File: config.mk
export PLATFORM = sky130hd
export DESIGN_NAME = drum_trigger_peak_detector_flat
export DESIGN_NICKNAME = d
export VERILOG_FILES = /design/src/rtl/core/dtpd_pkg.sv /design/src/rtl/core/dtpd_in_if.sv /design/src/rtl/core/dtpd_out_if.sv /design/src/rtl/core/drum_trigger_peak_detector.sv /design/src/rtl/core/dtpd_regs.sv /design/src/rtl/core/dtpd_main.sv /design/src/rtl/core/dtpd_aux.sv /design/src/flat_wrapper.sv
export VERILOG_INCLUDE_DIRS = /design/src /design/src/rtl/core
export SDC_FILE = /design/constraint.sdc
export NUM_CORES = 1
export LEC_CHECK = 0
export BUFFER_PORTS_ARGS = -buffer_cell sky130_fd_sc_hd__buf_2
export CAP_MARGIN = 30
export CELL_PAD_IN_SITES_DETAIL_PLACEMENT = 1
export CELL_PAD_IN_SITES_GLOBAL_PLACEMENT = 2
export CORE_MARGIN = 3
export CORE_UTILIZATION = 35
export CTS_CLUSTER_SIZE = 24
export DETAILED_ROUTE_END_ITERATION = 10
export PLACE_DENSITY = 0.81
export SLEW_MARGIN = 20
export SYNTH_ARGS = -nofsm -noshare
export SYNTH_HDL_FRONTEND = slang
export SYNTH_HIERARCHICAL = 1
export SYNTH_SLANG_ARGS = --single-unit
File: constraint.sdc
create_clock -name clk -period 24.9 [get_ports clk]
set_input_delay 0 -clock clk [delete_from_list [all_inputs] [get_ports clk]]
set_output_delay 0 -clock clk [all_outputs]
set_load 0.01 [all_outputs]
File: src/rtl/core/assert_macros.svh
`ifndef ASSERT_MACROS_SVH
`define ASSERT_MACROS_SVH

`ifndef SYNTHESIS
`define DTPD_ASSERT(lbl, clk, rst_n, prop) \
  lbl: assert property (@(posedge clk) disable iff (!rst_n) prop) \
    else $error("assertion failed");
`define DTPD_ASSERT_ALWAYS(lbl, clk, prop) \
  lbl: assert property (@(posedge clk) prop) \
    else $error("assertion failed");
`else
`define DTPD_ASSERT(lbl, clk, rst_n, prop)
`define DTPD_ASSERT_ALWAYS(lbl, clk, prop)
`endif

`endif

File: src/rtl/core/dtpd_pkg.sv
`default_nettype none
package dtpd_pkg;

  localparam int SAMPLE_W = 12;
  localparam int LEN_W    = 10;
  localparam int THR_W    = 16;
  localparam int TIME_W   = 32;
  localparam int ADDR_W   = 5;
  localparam int DATA_W   = 32;

  localparam logic [LEN_W-1:0] LEN_MAX = {LEN_W{1'b1}};

  localparam logic [2:0] KIND_RIM   = 3'd2;
  localparam logic [2:0] KIND_HIHAT = 3'd3;

  typedef enum logic [1:0] {
    AUX_IDLE    = 2'd0,
    AUX_PEAK    = 2'd1,
    AUX_PRESSED = 2'd2
  } aux_state_t;

  typedef enum logic [2:0] {
    REG_CHANNEL_KIND = 3'd0,
    REG_AUX_IS_PEDAL = 3'd1,
    REG_MIN_LEN      = 3'd2,
    REG_MAX_LEN      = 3'd3,
    REG_VOLUME_NORM  = 3'd4,
    REG_HIT_SPACING  = 3'd5,
    REG_BASE_THR     = 3'd6,
    REG_AUX_HOLDOFF  = 3'd7
  } reg_idx_t;

  typedef struct packed {
    logic [2:0]          channel_kind;
    logic                aux_is_pedal;
    logic [LEN_W-1:0]    min_peak_length;
    logic [LEN_W-1:0]    max_peak_length;
    logic [8:0]          volume_norm;
    logic [15:0]         hit_spacing;
    logic [SAMPLE_W-1:0] base_threshold;
    logic [TIME_W-1:0]   aux_holdoff;
  } cfg_t;

  typedef struct packed {
    logic                event_hit;
    logic [SAMPLE_W-1:0] height;
    logic [LEN_W-1:0]    length;
    logic                alternate;
  } hit_t;

  typedef struct packed {
    logic       event_aux;
    logic       level;
    aux_state_t state_code;
  } aux_res_t;

endpackage
`default_nettype wire

File: src/rtl/core/dtpd_in_if.sv
`default_nettype none
interface dtpd_in_if;
  logic                                 valid;
  logic                                 ready;
  logic [dtpd_pkg::SAMPLE_W-1:0]        adc_sample;
  logic                                 aux_pin;
  logic [dtpd_pkg::TIME_W-1:0]          time_now;

  modport source (output valid, adc_sample, aux_pin, time_now, input ready);
  modport sink   (input valid, adc_sample, aux_pin, time_now, output ready);
endinterface
`default_nettype wire

File: src/rtl/core/dtpd_out_if.sv
`default_nettype none
interface dtpd_out_if;
  logic                          valid;
  logic                          ready;
  logic                          hit_event;
  logic [dtpd_pkg::SAMPLE_W-1:0] hit_height;
  logic [dtpd_pkg::LEN_W-1:0]    hit_length;
  logic                          hit_alternate;
  logic                          aux_event;
  logic                          aux_level;
  logic [1:0]                    aux_state_code;

  modport source (output valid, hit_event, hit_height, hit_length, hit_alternate,
                  aux_event, aux_level, aux_state_code, input ready);
  modport sink   (input valid, hit_event, hit_height, hit_length, hit_alternate,
                  aux_event, aux_level, aux_state_code, output ready);
endinterface
`default_nettype wire

File: src/rtl/core/drum_trigger_peak_detector.sv
// Channel   Dir  Handshake              Word
// in_ch     in   valid/ready            adc_sample, aux_pin, time_now
// out_ch    out  valid/ready            hit_*, aux_event, aux_level, aux_state_code
// cfg_*     in   APB, pready tied high  8 registers at 4*i
//
// One word per cycle unless out_ch stalls; input register, then result register.
// The peak and aux state advance in the cycle a word moves into the result register.
// A stalled result holds; the input register still takes one more word behind it.
// Reset is synchronous; it clears state and restores the configuration defaults at once.
`default_nettype none
`include "assert_macros.svh"
module drum_trigger_peak_detector (
  input  wire logic                        clk,
  input  wire logic                        rst_n,
  dtpd_in_if.sink                          in_ch,
  dtpd_out_if.source                       out_ch,
  input  wire logic                        cfg_psel,
  input  wire logic                        cfg_penable,
  input  wire logic                        cfg_pwrite,
  input  wire logic [dtpd_pkg::ADDR_W-1:0] cfg_paddr,
  input  wire logic [dtpd_pkg::DATA_W-1:0] cfg_pwdata,
  output logic      [dtpd_pkg::DATA_W-1:0] cfg_prdata,
  output logic                             cfg_pready
);

  dtpd_pkg::cfg_t       cfg;
  dtpd_pkg::hit_t       hit, hit_r;
  dtpd_pkg::aux_res_t   aux, aux_r;
  dtpd_pkg::aux_state_t aux_cur_state;

  logic                          s1_valid_r, out_valid_r;
  logic [dtpd_pkg::SAMPLE_W-1:0] sample_r;
  logic                          pin_r;
  logic [dtpd_pkg::TIME_W-1:0]   time_r;
  logic                          advance, step;

  assign advance     = !out_valid_r || out_ch.ready;
  assign step        = s1_valid_r && advance;
  assign in_ch.ready = !s1_valid_r || advance;

  dtpd_regs u_regs (
    .clk     (clk),
    .rst_n   (rst_n),
    .psel    (cfg_psel),
    .penable (cfg_penable),
    .pwrite  (cfg_pwrite),
    .paddr   (cfg_paddr),
    .pwdata  (cfg_pwdata),
    .prdata  (cfg_prdata),
    .pready  (cfg_pready),
    .cfg     (cfg)
  );

  dtpd_main u_main (
    .clk           (clk),
    .rst_n         (rst_n),
    .step          (step),
    .cfg           (cfg),
    .sample        (sample_r),
    .aux_cur_state (aux_cur_state),
    .hit           (hit)
  );

  dtpd_aux u_aux (
    .clk           (clk),
    .rst_n         (rst_n),
    .step          (step),
    .cfg           (cfg),
    .pin           (pin_r),
    .time_now      (time_r),
    .aux           (aux),
    .aux_cur_state (aux_cur_state)
  );

  always_ff @(posedge clk) begin
    if (!rst_n) begin
      s1_valid_r  <= 1'b0;
      out_valid_r <= 1'b0;
    end else begin
      if (in_ch.ready) begin
        s1_valid_r <= in_ch.valid;
      end
      if (advance) begin
        out_valid_r <= s1_valid_r;
      end
    end
  end

  always_ff @(posedge clk) begin
    if (in_ch.valid && in_ch.ready) begin
      sample_r <= in_ch.adc_sample;
      pin_r    <= in_ch.aux_pin;
      time_r   <= in_ch.time_now;
    end
    if (step) begin
      hit_r <= hit;
      aux_r <= aux;
    end
  end

  assign out_ch.valid          = out_valid_r;
  assign out_ch.hit_event      = hit_r.event_hit;
  assign out_ch.hit_height     = hit_r.height;
  assign out_ch.hit_length     = hit_r.length;
  assign out_ch.hit_alternate  = hit_r.alternate;
  assign out_ch.aux_event      = aux_r.event_aux;
  assign out_ch.aux_level      = aux_r.level;
  assign out_ch.aux_state_code = aux_r.state_code;

  `DTPD_ASSERT(a_hit_nonzero, clk, rst_n, out_valid_r && hit_r.event_hit |-> hit_r.length != '0 && hit_r.height != '0)
  `DTPD_ASSERT(a_no_hit_clean, clk, rst_n, out_valid_r && !hit_r.event_hit |-> hit_r.height == '0 && hit_r.length == '0 && !hit_r.alternate)
  `DTPD_ASSERT(a_press_state, clk, rst_n, out_valid_r && aux_r.event_aux && aux_r.level |-> aux_r.state_code == dtpd_pkg::AUX_PRESSED)
  `DTPD_ASSERT(a_stall_cause, clk, rst_n, !in_ch.ready |-> out_valid_r && !out_ch.ready && s1_valid_r)

endmodule
`default_nettype wire

File: src/rtl/core/dtpd_regs.sv
`default_nettype none
module dtpd_regs (
  input  wire logic                        clk,
  input  wire logic                        rst_n,
  input  wire logic                        psel,
  input  wire logic                        penable,
  input  wire logic                        pwrite,
  input  wire logic [dtpd_pkg::ADDR_W-1:0] paddr,
  input  wire logic [dtpd_pkg::DATA_W-1:0] pwdata,
  output logic      [dtpd_pkg::DATA_W-1:0] prdata,
  output logic                             pready,
  output dtpd_pkg::cfg_t                   cfg
);

  dtpd_pkg::cfg_t     cfg_r;
  dtpd_pkg::reg_idx_t idx;
  logic               wr_en;

  assign idx    = dtpd_pkg::reg_idx_t'(paddr[4:2]);
  assign wr_en  = psel && penable && pwrite;
  assign pready = 1'b1;
  assign cfg    = cfg_r;

  always_ff @(posedge clk) begin
    if (!rst_n) begin
      cfg_r.channel_kind    <= 3'd0;
      cfg_r.aux_is_pedal    <= 1'b0;
      cfg_r.min_peak_length <= 10'd3;
      cfg_r.max_peak_length <= 10'd201;
      cfg_r.volume_norm     <= 9'd50;
      cfg_r.hit_spacing     <= 16'd1500;
      cfg_r.base_threshold  <= 12'd100;
      cfg_r.aux_holdoff     <= 32'd500;
    end else if (wr_en) begin
      case (idx)
        dtpd_pkg::REG_CHANNEL_KIND: cfg_r.channel_kind    <= pwdata[2:0];
        dtpd_pkg::REG_AUX_IS_PEDAL: cfg_r.aux_is_pedal    <= pwdata[0];
        dtpd_pkg::REG_MIN_LEN:      cfg_r.min_peak_length <= pwdata[9:0];
        dtpd_pkg::REG_MAX_LEN:      cfg_r.max_peak_length <= pwdata[9:0];
        dtpd_pkg::REG_VOLUME_NORM:  cfg_r.volume_norm     <= pwdata[8:0];
        dtpd_pkg::REG_HIT_SPACING:  cfg_r.hit_spacing     <= pwdata[15:0];
        dtpd_pkg::REG_BASE_THR:     cfg_r.base_threshold  <= pwdata[11:0];
        dtpd_pkg::REG_AUX_HOLDOFF:  cfg_r.aux_holdoff     <= pwdata[31:0];
        default: ;
      endcase
    end
  end

  always_comb begin
    case (idx)
      dtpd_pkg::REG_CHANNEL_KIND: prdata = {29'd0, cfg_r.channel_kind};
      dtpd_pkg::REG_AUX_IS_PEDAL: prdata = {31'd0, cfg_r.aux_is_pedal};
      dtpd_pkg::REG_MIN_LEN:      prdata = {22'd0, cfg_r.min_peak_length};
      dtpd_pkg::REG_MAX_LEN:      prdata = {22'd0, cfg_r.max_peak_length};
      dtpd_pkg::REG_VOLUME_NORM:  prdata = {23'd0, cfg_r.volume_norm};
      dtpd_pkg::REG_HIT_SPACING:  prdata = {16'd0, cfg_r.hit_spacing};
      dtpd_pkg::REG_BASE_THR:     prdata = {20'd0, cfg_r.base_threshold};
      dtpd_pkg::REG_AUX_HOLDOFF:  prdata = cfg_r.aux_holdoff;
      default:                    prdata = '0;
    endcase
  end

endmodule
`default_nettype wire

File: src/rtl/core/dtpd_main.sv
`default_nettype none
module dtpd_main (
  input  wire logic                          clk,
  input  wire logic                          rst_n,
  input  wire logic                          step,
  input  wire dtpd_pkg::cfg_t                cfg,
  input  wire logic [dtpd_pkg::SAMPLE_W-1:0] sample,
  input  wire dtpd_pkg::aux_state_t          aux_cur_state,
  output dtpd_pkg::hit_t                     hit
);

  localparam int SW = dtpd_pkg::SAMPLE_W;
  localparam int LW = dtpd_pkg::LEN_W;
  localparam int TW = dtpd_pkg::THR_W;

  logic [15:0]   cd_r, cd_nxt, cd_dec;
  logic          in_peak_r, in_peak_nxt;
  logic [SW-1:0] max_r, max_nxt;
  logic [LW-1:0] len_r, len_nxt;
  logic [SW-1:0] last_r, last_nxt;

  logic signed [17:0] window_s, cd_s;
  logic [16:0]        prod;
  logic [TW-1:0]      thresh;
  logic               above, new_peak, peak_end, is_short, is_loud;
  logic [LW-1:0]      len_st, len_inc;
  logic [SW-1:0]      max_st, max_upd;

  assign cd_dec   = (cd_r != 16'd0) ? cd_r - 16'd1 : cd_r;
  assign window_s = $signed({2'b00, cfg.hit_spacing}) - 18'sd512;
  assign cd_s     = $signed({2'b00, cd_dec});
  assign prod     = 17'(last_r[SW-1:5]) * 17'(cd_dec[15:6]);

  always_comb begin
    if (cd_r == 16'd0) begin
      thresh = TW'(cfg.base_threshold);
    end else if (in_peak_r) begin
      thresh = TW'(1);
    end else if (cd_s > window_s) begin
      thresh = TW'({last_r, 1'b0});
    end else begin
      thresh = prod[16] ? {TW{1'b1}} : prod[15:0];
    end
  end

  assign above    = TW'(sample) > thresh;
  assign new_peak = cd_s < window_s;
  assign len_st   = new_peak ? '0 : len_r;
  assign len_inc  = (len_st != dtpd_pkg::LEN_MAX) ? len_st + LW'(1) : len_st;
  assign max_st   = new_peak ? '0 : max_r;
  assign max_upd  = (sample > max_st) ? sample : max_st;
  assign peak_end = sample < (max_upd >> 1);
  assign is_short = len_inc < cfg.min_peak_length;
  assign is_loud  = max_upd > SW'({cfg.volume_norm, 3'b000});

  always_comb begin
    cd_nxt      = cd_dec;
    in_peak_nxt = in_peak_r;
    len_nxt     = len_r;
    max_nxt     = max_r;
    last_nxt    = last_r;
    hit         = '0;
    if (above) begin
      if (new_peak) begin
        in_peak_nxt = 1'b1;
        cd_nxt      = cfg.hit_spacing;
      end
      len_nxt = len_inc;
      max_nxt = max_upd;
      if (peak_end) begin
        in_peak_nxt = 1'b0;
        if (is_short && is_loud) begin
          if (cfg.channel_kind == dtpd_pkg::KIND_RIM) begin
            hit.event_hit = 1'b1;
            hit.alternate = 1'b1;
          end
        end else if (!is_short && (len_inc < cfg.max_peak_length)) begin
          hit.event_hit = 1'b1;
          hit.alternate = (cfg.channel_kind == dtpd_pkg::KIND_HIHAT) &&
                          (aux_cur_state == dtpd_pkg::AUX_PRESSED);
        end else begin
          cd_nxt   = '0;
          last_nxt = '0;
        end
        if (hit.event_hit) begin
          hit.height = max_upd;
          hit.length = len_inc;
          last_nxt   = max_upd;
        end
        len_nxt = '0;
        max_nxt = '0;
      end
    end
  end

  always_ff @(posedge clk) begin
    if (!rst_n) begin
      cd_r      <= '0;
      in_peak_r <= 1'b0;
      max_r     <= '0;
      len_r     <= '0;
      last_r    <= '0;
    end else if (step) begin
      cd_r      <= cd_nxt;
      in_peak_r <= in_peak_nxt;
      max_r     <= max_nxt;
      len_r     <= len_nxt;
      last_r    <= last_nxt;
    end
  end

endmodule
`default_nettype wire

File: src/rtl/core/dtpd_aux.sv
`default_nettype none
module dtpd_aux (
  input  wire logic                        clk,
  input  wire logic                        rst_n,
  input  wire logic                        step,
  input  wire dtpd_pkg::cfg_t              cfg,
  input  wire logic                        pin,
  input  wire logic [dtpd_pkg::TIME_W-1:0] time_now,
  output dtpd_pkg::aux_res_t               aux,
  output dtpd_pkg::aux_state_t             aux_cur_state
);

  localparam int TW = dtpd_pkg::TIME_W;

  logic                 prev_r;
  dtpd_pkg::aux_state_t status_r, status_nxt;
  logic [TW-1:0]        last_r, last_nxt;
  logic [TW-1:0]        elapsed;
  logic                 holdoff_ok, level;

  assign elapsed       = time_now - last_r;
  assign holdoff_ok    = elapsed > cfg.aux_holdoff;
  assign level         = cfg.aux_is_pedal ? ~pin : pin;
  assign aux_cur_state = status_r;

  always_comb begin
    status_nxt    = status_r;
    last_nxt      = last_r;
    aux.event_aux = 1'b0;
    aux.level     = 1'b0;
    if (!cfg.aux_is_pedal) begin
      if (level && !prev_r) begin
        status_nxt = dtpd_pkg::AUX_PEAK;
      end
      if (!level && prev_r) begin
        if (holdoff_ok) begin
          aux.event_aux = 1'b1;
          last_nxt      = time_now;
        end
        status_nxt = dtpd_pkg::AUX_IDLE;
      end
    end else if (level != prev_r) begin
      if (holdoff_ok) begin
        aux.event_aux = 1'b1;
        aux.level     = level;
        last_nxt      = time_now;
      end
      status_nxt = level ? dtpd_pkg::AUX_PRESSED : dtpd_pkg::AUX_IDLE;
    end
    aux.state_code = status_nxt;
  end

  always_ff @(posedge clk) begin
    if (!rst_n) begin
      prev_r   <= 1'b0;
      status_r <= dtpd_pkg::AUX_IDLE;
      last_r   <= '0;
    end else if (step) begin
      prev_r   <= level;
      status_r <= status_nxt;
      last_r   <= last_nxt;
    end
  end

endmodule
`default_nettype wire

File: src/flat_wrapper.sv
// flat-port wrapper written by rule: the top's interface ports become plain ports
module drum_trigger_peak_detector_flat 
  (clk, rst_n, cfg_psel, cfg_penable, cfg_pwrite, cfg_paddr, cfg_pwdata, cfg_prdata, cfg_pready, in_ch_valid, in_ch_adc_sample, in_ch_aux_pin, in_ch_time_now, in_ch_ready, out_ch_valid, out_ch_hit_event, out_ch_hit_height, out_ch_hit_length, out_ch_hit_alternate, out_ch_aux_event, out_ch_aux_level, out_ch_aux_state_code, out_ch_ready);
  dtpd_in_if in_ch_i ();
  dtpd_out_if out_ch_i ();
  input  wire logic clk;
  input  wire logic rst_n;
  input  wire logic cfg_psel;
  input  wire logic cfg_penable;
  input  wire logic cfg_pwrite;
  input  wire logic [dtpd_pkg::ADDR_W-1:0] cfg_paddr;
  input  wire logic [dtpd_pkg::DATA_W-1:0] cfg_pwdata;
  output logic      [dtpd_pkg::DATA_W-1:0] cfg_prdata;
  output logic cfg_pready;
  input wire logic [$bits(in_ch_i.valid)-1:0] in_ch_valid;
  input wire logic [$bits(in_ch_i.adc_sample)-1:0] in_ch_adc_sample;
  input wire logic [$bits(in_ch_i.aux_pin)-1:0] in_ch_aux_pin;
  input wire logic [$bits(in_ch_i.time_now)-1:0] in_ch_time_now;
  output wire logic [$bits(in_ch_i.ready)-1:0] in_ch_ready;
  output wire logic [$bits(out_ch_i.valid)-1:0] out_ch_valid;
  output wire logic [$bits(out_ch_i.hit_event)-1:0] out_ch_hit_event;
  output wire logic [$bits(out_ch_i.hit_height)-1:0] out_ch_hit_height;
  output wire logic [$bits(out_ch_i.hit_length)-1:0] out_ch_hit_length;
  output wire logic [$bits(out_ch_i.hit_alternate)-1:0] out_ch_hit_alternate;
  output wire logic [$bits(out_ch_i.aux_event)-1:0] out_ch_aux_event;
  output wire logic [$bits(out_ch_i.aux_level)-1:0] out_ch_aux_level;
  output wire logic [$bits(out_ch_i.aux_state_code)-1:0] out_ch_aux_state_code;
  input wire logic [$bits(out_ch_i.ready)-1:0] out_ch_ready;
  assign in_ch_i.valid = in_ch_valid;
  assign in_ch_i.adc_sample = in_ch_adc_sample;
  assign in_ch_i.aux_pin = in_ch_aux_pin;
  assign in_ch_i.time_now = in_ch_time_now;
  assign in_ch_ready = in_ch_i.ready;
  assign out_ch_valid = out_ch_i.valid;
  assign out_ch_hit_event = out_ch_i.hit_event;
  assign out_ch_hit_height = out_ch_i.hit_height;
  assign out_ch_hit_length = out_ch_i.hit_length;
  assign out_ch_hit_alternate = out_ch_i.hit_alternate;
  assign out_ch_aux_event = out_ch_i.aux_event;
  assign out_ch_aux_level = out_ch_i.aux_level;
  assign out_ch_aux_state_code = out_ch_i.aux_state_code;
  assign out_ch_i.ready = out_ch_ready;
  drum_trigger_peak_detector u_core (.clk(clk), .rst_n(rst_n), .in_ch(in_ch_i), .out_ch(out_ch_i), .cfg_psel(cfg_psel), .cfg_penable(cfg_penable), .cfg_pwrite(cfg_pwrite), .cfg_paddr(cfg_paddr), .cfg_pwdata(cfg_pwdata), .cfg_prdata(cfg_prdata), .cfg_pready(cfg_pready));
endmodule
; Yosys cells after proc, flatten, opt, wreduce, memory -nomap -nowiden
; Cells that the tools add are included.
[classes]
n_addsub = 4
multipliers = 1
order_cmp = 9
eq_ne = 15
n_mux = 44
bitwise_logic = 1
n_reduce_logical = 36
[ops]
columns = cell, count
row1 = $pmux W32 S8, 1
row2 = $mux W16, 10
row3 = $mux W32, 4
row4 = $mux W12, 6
row5 = $gt A32 B32 Y1, 1
row6 = $sub A32 B32 Y32, 1
row7 = $mux W10, 3
row8 = $gt A12 B12 Y1, 2
row9 = $lt A10 B10 Y1, 2
row10 = $reduce_and A2 Y1, 10
row11 = $gt A17 B17 Y1, 1
row12 = $lt A17 B17 Y1, 1
row13 = $mul A7 B10 Y17, 1
row14 = $sub A16 B10 Y17 const B, 1
row15 = $gt A12 B16 Y1, 1
row16 = $logic_not A16 Y1, 1
row17 = $reduce_bool A16 Y1, 1
row18 = $sub A16 B1 Y16 const B, 1
row19 = $mux W2, 7
row20 = $mux W1, 13
row21 = $eq A3 B2 Y1 const B, 4
row22 = $eq A3 B3 Y1 const B, 4
row23 = $lt A12 B11 Y1, 1
row24 = $reduce_and A3 Y1, 4
row25 = other kinds (14), 29
[totals]
ff_bits = 254
output_inout_bits = 63

; Longest topological paths before layout
; Gate-level depths: netlist (run 1).
[logic_depth]
depth_word = 15
mapped_depth = 38

; Hierarchy
; The synthesis (run 1) kept the hierarchy.
[by_module_without_submodules]
columns = module, n_inst, cells_per_inst, area_each_um2, seq_area_each_um2
row1 = dtpd_main, 1, 997, 7726.2, 1021.0
row2 = dtpd_regs, 1, 464, 4357.9, 1861.8
row3 = dtpd_aux, 1, 563, 4115.2, 700.7
row4 = drum_trigger_peak_detector, 1, 82, 2296.0, 2232.1

; Worst setup path after synthesis (run 1)
; OpenSTA, ideal clock, no wires.
[synth_timing]
path_kind = flip-flop to flip-flop
start = register u_core.u_main.cd_r[0]
end = register u_core.u_main.last_r[3]
setup_ns = 0.125
t_arrival_ns = 8.452
required_ns = 24.775
path_slack_ns = 16.322
path_stages_with_launch = 38
period_less_slack_ns = 8.578
cell_sequence = dfxtp_1 -> inv_1 -> ha_1 -> and2_1 -> and3_1 -> nor4_1 -> or3b_2 -> xor2_1 -> inv_1 -> nand2_1 -> fa_1 -> fa_1 -> inv_1 -> fa_1 -> inv_1 -> fa_1 -> inv_1 -> ha_1 -> [... 2 more ...] -> a211oi_1 -> a311oi_2 -> o21ai_2 -> clkbuf_1 -> o221ai_1 -> nor2_1 -> a21oi_1 -> ha_1 -> and4_1 -> nand4_1 -> a211o_1 -> a21oi_1 -> nand4_1 -> o41ai_2 -> nand2_2 -> o21a_1 -> buf_2 -> o2bb2ai_1
[synth_via]
elab_chain_cells = 15
elab_cells_between_ends = 34
classes_between = add/sub (2) / mul (1) / order compare (8) / eq/ne (3) / mux (14) / reduce/logical (6)
[synth_lines]
columns = item, line
row1 = "start, declared", dtpd_main.sv:16  ; logic [15:0] cd_r, cd_nxt, cd_dec;
row2 = "start signal, assigned", dtpd_main.sv:104  ; cd_r <= cd_nxt;
row3 = $sub A16 B1 Y16 / $reduce_bool A16 Y1 (equally long branches), dtpd_main.sv:29  ; assign cd_dec = (cd_r != 16'd0) ? cd_r - 16'd1 : cd_r;
row4 = $mux W16, dtpd_main.sv:29
row5 = $lt A17 B17 Y1, dtpd_main.sv:47  ; assign new_peak = cd_s < window_s;
row6 = $mux W10, dtpd_main.sv:48  ; assign len_st = new_peak ? '0 : len_r;
row7 = $add A10 B1 Y10 / $ne A10 B10 Y1 (equally long branches), dtpd_main.sv:49  ; assign len_inc = (len_st != dtpd_pkg::LEN_MAX) ? len_st + LW'(1) : len_st;
row8 = $mux W10, dtpd_main.sv:49
row9 = $lt A10 B10 Y1, dtpd_main.sv:53  ; assign is_short = len_inc < cfg.min_peak_length;
row10 = $logic_not A1 Y1, dtpd_main.sv:77  ; end else if (!is_short && (len_inc < cfg.max_peak_length)) begin
row11 = $logic_and A1 B1 Y1, dtpd_main.sv:77
row12 = $mux W1, dtpd_main.sv:77
row13 = $mux W1, dtpd_main.sv:72  ; if (is_short && is_loud) begin
row14 = $mux W1, dtpd_main.sv:70  ; if (peak_end) begin
row15 = $mux W1, dtpd_main.sv:63  ; if (above) begin
row16 = $ne A2 B1 Y1 (no source line), --
row17 = $reduce_and A5 Y1 (no source line), --
row18 = "end signal, assigned", dtpd_main.sv:108  ; last_r <= last_nxt;
row19 = "end, declared", dtpd_main.sv:20  ; logic [SW-1:0] last_r, last_nxt;
; Several ways; a longest one is shown, not always the timed one. The select of a mux whose other input is x is not followed.
; A chain may end at the register's enable or synchronous reset.

; Worst setup path after layout (run 1)
[layout_timing]
start = register u_core.u_main.cd_r[0]
end = register u_core.u_main.max_r[6]
[layout_via]
elab_chain_cells = 9
elab_cells_between_ends = 18
classes_between = add/sub (1) / mul (1) / order compare (5) / mux (8) / reduce/logical (3)
[layout_lines]
columns = item, line
row1 = $sub A16 B1 Y16 / $reduce_bool A16 Y1 (equally long branches), dtpd_main.sv:29
row2 = $mux W16, dtpd_main.sv:29
row3 = $mul A7 B10 Y17, dtpd_main.sv:32  ; assign prod = 17'(last_r[SW-1:5]) * 17'(cd_dec[15:6]);
row4 = $mux W16, dtpd_main.sv:42  ; thresh = prod[16] ? {TW{1'b1}} : prod[15:0];
row5 = $mux W16, dtpd_main.sv:39  ; end else if (cd_s > window_s) begin
row6 = $mux W16, dtpd_main.sv:37  ; end else if (in_peak_r) begin
row7 = $mux W16, dtpd_main.sv:35  ; if (cd_r == 16'd0) begin
row8 = $gt A12 B16 Y1, dtpd_main.sv:46  ; assign above = TW'(sample) > thresh;
row9 = $reduce_and A2 Y1 (no source line), --
row10 = "end signal, assigned", dtpd_main.sv:106  ; max_r <= max_nxt;
row11 = "end, declared", dtpd_main.sv:18  ; logic [SW-1:0] max_r, max_nxt;
; Several ways; a longest one is shown, not always the timed one.

==> results_dict.tcl, run 1 <==
set metrics [dict create \
    post-route-util_pct 41.9 \
    gp_congestion 0.889 \
    synthFlopType "dfxtp_1" \
    synth_top_cell_by_area "dfxtp_1" \
    totalWireLength_um 59100 \
    initial_utilization_pct 35.7 \
    vias 16049 \
    synth_nets 2415 \
    detail-route-antenna-nets 0 \
    drv_cap 0 \
    regArea_sq_mm 0.00582 \
    clkSinkCount 254 \
    yosysWarnings 6 \
    tightest_slew_ns 0.948 \
    critPathSlowestCell "xor2_1" \
    worstSetupPathType "reg2reg" \
    cts_hold_buffers 84 \
    syn-cell-area_sq_mm 0.0185 \
    wire_per_inst_um 19.7 \
    fin_nets 2599 \
    drt_first_pass_iters 4 \
    post-route-period-util_pct 44.2 \
    cts_setup_buffers 0 \
    grt_max_degree 78 \
    critPathMaxFanout 17 \
    post_cts_resized 0 \
    holdWs_ns 0.119 \
    cp-end-kind "register" \
    ys_ff_latch 254 \
    synth_top_area_share_pct 19.6 \
    fill_cells 6018 \
    die_area_sq_mm 0.0556 \
    core.rowCount 83 \
    multi_input_area_sq_mm 0.0115 \
    area_delta_synth_final_pct 17.4 \
    ctsRootBufferMaster "clkbuf_16" \
    overflow 0 \
    async_flop_share_pct 0 \
    outcome "completed" \
    cp.required_ns 25.29 \
    grt_use_total_pct 20.7 \
    setup_tns_ns 0 \
    grt_first_pass_wirelength_um 94200 \
    synth_most_common_cell "nand2_1" \
    final_area_sq_mm 0.0217 \
    max_freq_mhz 90.8 \
    insertion_delay_ns 0.58 \
    crit_path_max_incr_delay_ns 0.77 \
    die_w_um 236 \
    post-route-drc-count 0 \
    drv_slew 0 \
    grt_pass1_vias 17111 \
    fin_crit_ns 11.01 \
    irDropWorstVdd_uv 74.5 \
    synth_cell_types 106 \
    path_clk_slew_ns 0.06 \
    min_path_type "in2reg" \
    antenna_found_initial 1 \
    port_buffers 148 \
    cts_buffer_depth 3 \
    cts_tree "built" \
    drive_gt1_share_pct 12.1 \
    reg2reg_setup_slack_ns 13.89 \
    cp_common_cell "fa_1" \
    placed_area_sq_mm 0.0198 \
    synthTopCellsByCount "295 x nand2_1, 191 x inv_1, 181 x dfxtp_1" \
    dp_hpwl_um 44300 \
    htreeDepth 1 \
    yosysSeqAreaShare_pct 31.4 \
    pwr_density_cell_mw_per_mm2 78.7 \
    rsz0062_at_grt "no" \
    netlist_instances 2106 \
    drt_iter0_markers 640 \
    hold_violations 0 \
    die_h_um 236 \
    critPathArrivalTime_ns 11.41 \
    syn_avg_cell_area_sq_um 8.78 \
    vias_per_cell 5.36 \
    coreArea_sq_mm 0.0518 \
    total_power_uw 1710 \
    io_pins 152 \
    skew_ns 0.0224 \
    cp-start-kind "register" \
    setup_viol 0 \
    cts_buffers 30 \
    synth_area_leaders "dfxtp_1 20%, ha_1 12%, edfxtp_1 12%" \
    power_leakage_uw 0.00919 \
    relSlewSlack_pct 36.6 \
    synth_edf_count 73 \
]
-- report_power, final --
group	switching [uW]	internal, uW
logic	508	251
clock network	184	289
registers	25.5	452
total	717	992
-- flip-flops by register name (all words and copies together), names as in the netlist, 2 cells and up --
signal	cells
u_core/u_aux/aux_cur_state	2
u_core/u_main/last_r	12
u_core/u_regs/cfg	93
u_core/u_main/len_r	10
u_core/u_aux/last_r	32
u_core/sample_r	12
u_core/u_main/max_r	12
u_core/out_ch.hit_length	10
u_core/out_ch.hit_height	12
u_core/out_ch.aux_state_code	2
u_core/time_r	32
u_core/u_main/cd_r	16
-- cell families after synthesis --
| family | count (synthesis) | share of synthesized area [%] |
|---|---|---|
| and+or+nand+nor | 694 | 18.5 |
| AOI/OAI and AO/OA | 451 | 16.5 |
| buffers and inverters | 289 | 6.43 |
| DFF | 254 | 31.4 |
| adders and majority gates | 220 | 16.5 |
| muxes | 134 | 7.58 |
| xor gates and xnor gates | 63 | 2.98 |
| other | 1 | 0.0203 |
-- area by class of cell --
type                       count  share of cell area (%)
timing repair buffer         248                    7.91
inverter                     193                    3.34
antenna                        1                  0.0115
sequential                   254                    26.8
tap                          680                    3.92
multi-input combinational   1563                    53.0
clock inverter                 7                   0.190
clock buffer                  49                    4.85
-- metal layers --
layer  share of wire [%]  global-route usage [%]  wire length (um)
met1                  45                    26.4             26600
met2                  49                    36.7             29000
met3                 3.0                    2.51              1790
met4                 3.0                    5.75              1740
met5                   0                       0                 0
-- cells in the final DEF (no fill, tap or decap), types with 9 or more instances in the layout --
cell type / count
nand2_1: 295
inv_1: 191
dfxtp_1: 181
ha_1: 180
buf_2: 148
a21oi_1: 132
nor2_1: 129
mux2i_1: 122
o21ai_0: 88
dlygate4sd3_1: 84
edfxtp_1: 73
and2_1: 44
fa_1: 40
clkbuf_16: 38
xnor2_1: 38
nand3_1: 36
nor2b_1: 34
nor3_1: 31
nand4_1: 28
a21o_1: 27
xor2_1: 25
o211ai_1: 25
and3_1: 18
a211oi_1: 17
buf_4: 13
o311ai_0: 13
a221oi_1: 12
o2bb2ai_1: 12
o21a_1: 11
o21ai_1: 10
a31oi_1: 9
o221ai_1: 9
-- critical path, delay by kind of cell (launching register included) --
family,cells,cell delay (ns)
AO/OA/AOI/OAI,12,3.73
adder cells (fa/ha/maj),7,3.04
AND/OR/NAND/NOR,10,2.32
XOR/XNOR,1,0.77
buffers and inverters,4,0.52
flip-flops,1,0.43
-- metrics by stage --
stage | setup slack, ns | cells
after global placement | 13.67 | 2851
after floorplan | 16.32 | 2106
final | 13.89 | 2995
after detailed placement | 13.51 | 2852
after CTS | 13.42 | 2992
after global routing | 13.34 | 2994
-- path summary, 6_finish.rpt --
check / startpoint / end / cells after the start
worst max-delay path: u_core/u_main/cd_r[0] / u_core/u_main/max_r[6] / 34
worst min-delay path: cfg_paddr[4] / u_core/u_regs/cfg[89] / 2
worst max register to register: u_core/u_main/cd_r[0] / u_core/u_main/max_r[6] / 34
worst min register to register: u_core/u_aux/last_r[22] / u_core/u_aux/last_r[22] / 2
No activity file was read; power rests on OpenSTA's default activity.
==> run 2, diff against run 1 <==
==> constraint.sdc (replaced) <==
create_clock -name clk -period 10.4 [get_ports clk]
set_input_delay 0 -clock clk [delete_from_list [all_inputs] [get_ports clk]]
set_output_delay 0 -clock clk [all_outputs]
set_load 0.01 [all_outputs]
==> run 2 against run 1 <==
  * Non-clock buffer count rose by 20
  * Clock skew down 0.0050 ns
  * Wire length down 0.40%
  * Cell area grew 0.37%
  * Final cell count increased by 0.67%
  * Via count increased by 0.73%
  * Sequential power up 140%
==> results_dict.tcl, run 2 (synthesized netlist as in run 1, its figures left out) <==
set metrics [dict create \
    worstSetupPathType "reg2reg" \
    grt_max_degree 90 \
    io_pins 152 \
    power_leakage_uw 0.00925 \
    cts_buffers 31 \
    tightest_slew_ns 0.952 \
    intPower_uw 2420 \
    gp_congestion 0.853 \
    skew_ns 0.0173 \
    setup_viol 0 \
    cts_buffer_depth 3 \
    holdCritStartpoint "cfg_penable" \
    irDropWorstVdd_uv 147 \
    wire_per_inst_um 19.5 \
    hold_violations 0 \
    pwr-share-seq_pct 27.6 \
    cp.required_ns 10.91 \
    outcome "completed" \
    total_power_uw 4150 \
    antenna_found_initial 1 \
    r2r-start "u_core/u_main/cd_r[0]" \
    drive_gt1_share_pct 12.8 \
    final_common_cell "nand2_1" \
    initial_utilization_pct 35.7 \
    post-route-period-util_pct 93.1 \
    vias 16166 \
    p_sw_share_pct 41.8 \
    drt_first_pass_iters 5 \
    cp_common_cell "inv_1" \
    timing.rr.end "u_core/u_main/last_r[5]" \
    cts_tree "built" \
    detail-route-antenna-nets 0 \
    path_clk_slew_ns 0.07 \
    pwr_density_cell_mw_per_mm2 191 \
    max_freq_mhz 103 \
    critPathArrivalTime_ns 10.19 \
    power_frac_comb_pct 45.7 \
    holdPathEnd "u_core/u_regs/cfg[64]" \
    cts_setup_buffers 0 \
    grt_first_pass_wirelength_um 93600 \
    switchingPower_uw 1740 \
    port_buffers 148 \
    critPathMaxFanout 18 \
    post-route-drc-count 0 \
    pwr-share-clk_pct 26.7 \
    die_h_um 236 \
    min_path_type "in2reg" \
    die_area_sq_mm 0.0556 \
    cp-start-kind "register" \
    setup_tns_ns 0 \
    die_w_um 236 \
    rsz0062_at_grt "no" \
    final_cells 3015 \
    dp_hpwl_um 44500 \
    critPathSlowestCell "fa_1" \
    reg2reg_setup_slack_ns 0.72 \
    holdPathStages 3 \
    rr_worst_depth 35 \
    insertion_delay_ns 0.58 \
    overflow 0 \
    relSlewSlack_pct 36.5 \
    ctsRootBufferMaster "clkbuf_16" \
    post-route-util_pct 42.1 \
    most-common-layout-cells "295 x nand2_1, 191 x inv_1, 181 x dfxtp_1" \
    drv_slew 0 \
    largest_reg_flops 93 \
    fin_nets 2620 \
    grt_pass1_vias 16978 \
    clkSinkCount 254 \
    grt_use_total_pct 20.7 \
    totalWireLength_um 58800 \
    htreeDepth 1 \
    coreArea_sq_mm 0.0518 \
    cp-end-kind "register" \
    area_delta_synth_final_pct 17.9 \
    core.rowCount 83 \
    crit_path_max_incr_delay_ns 0.55 \
    vias_per_cell 5.36 \
    dp_cells 2873 \
    drt_iter0_markers 756 \
    drv_cap 0 \
    fin_crit_ns 9.68 \
    diodes 0 \
]
-- run 2: cell count changes in the layout (fill, tap and decap cells not counted), moves of 2 or more --
cell	delta
buf_4	+20
bufinv_16	+4
clkbuf_16	-7
clkbuf_8	-5
clkinv_1	+3
clkinv_2	+4
inv_6	+2
-- run 2: cell type report --
class	count	area (sq um)
Sequential cell	254	5820
Timing Repair Buffer	268	1870
Tap cell	680	851
Multi-Input combinational cell	1563	11500
Clock inverter	20	210
Fill cell	6057	30000
Clock buffer	37	808
Inverter	193	724
-- run 2: layer usage --
layer	up-vias	track usage, %	routed length (um)
li1	7846	-	-
met4	0	5.46	1590
met1	7967	26.7	26500
met2	274	36.7	28900
met3	79	2.13	1830
met5	-	0	0
-- run 2: worst max path at each step --
stage / depth (start not counted) / end / from / slack, ns
after detailed placement: 35 / u_core/u_main/last_r[5] / u_core/u_main/cd_r[0] / 0.50
after CTS: 35 / u_core/u_main/last_r[5] / u_core/u_main/cd_r[0] / 0.46
after global placement: 36 / u_core/u_main/last_r[2] / u_core/u_main/cd_r[0] / 0.82
after global routing: 35 / u_core/u_main/last_r[2] / u_core/u_main/cd_r[0] / 0.007
final: 35 / u_core/u_main/last_r[5] / u_core/u_main/cd_r[0] / 0.72
after floorplan: 37 / u_core/u_main/last_r[3] / u_core/u_main/cd_r[0] / 1.82
-- run 2: power by group through the flow --
| stage | Combinational, uW | Clock (uW) | Sequential (uW) |
|---|---|---|---|
| after global routing | 2100 | 1180 | 1150 |
| after floorplan | 1250 | 0 | 1140 |
| after CTS | 1870 | 1140 | 1150 |
| final | 1900 | 1110 | 1150 |
| after global placement | 1780 | 0 | 1160 |
| after detailed placement | 1840 | 0 | 1170 |
-- run 2: critical path, delay by kind of cell (launching register included) --
family	cells	cell delay (ns)
buf+inv	5	0.37
compound gates	11	2.94
xor+xnor	1	0.31
flops	1	0.44
fa+ha+maj	7	2.90
simple gates	11	2.63
-- run 2: per-stage QoR --
| step | instance area (sq um) | worst slack, ns | hold WS, ns |
|---|---|---|---|
| detailed placement | 19900 | 0.495 | 0.178 |
| floorplan | 18500 | 1.82 | 0.0989 |
| global route | 21800 | 0.00692 | 0.115 |
| CTS | 21800 | 0.462 | 0.0720 |
| global placement | 19900 | 0.816 | 0.178 |
| finish | 21800 | 0.718 | 0.0889 |
-- run 2: what timing repair did --
action	CTS	global route
endpoints found under the hold margin	149	0
hold buffers	84	0
setup endpoints to repair	0	43
resized for setup	0	1
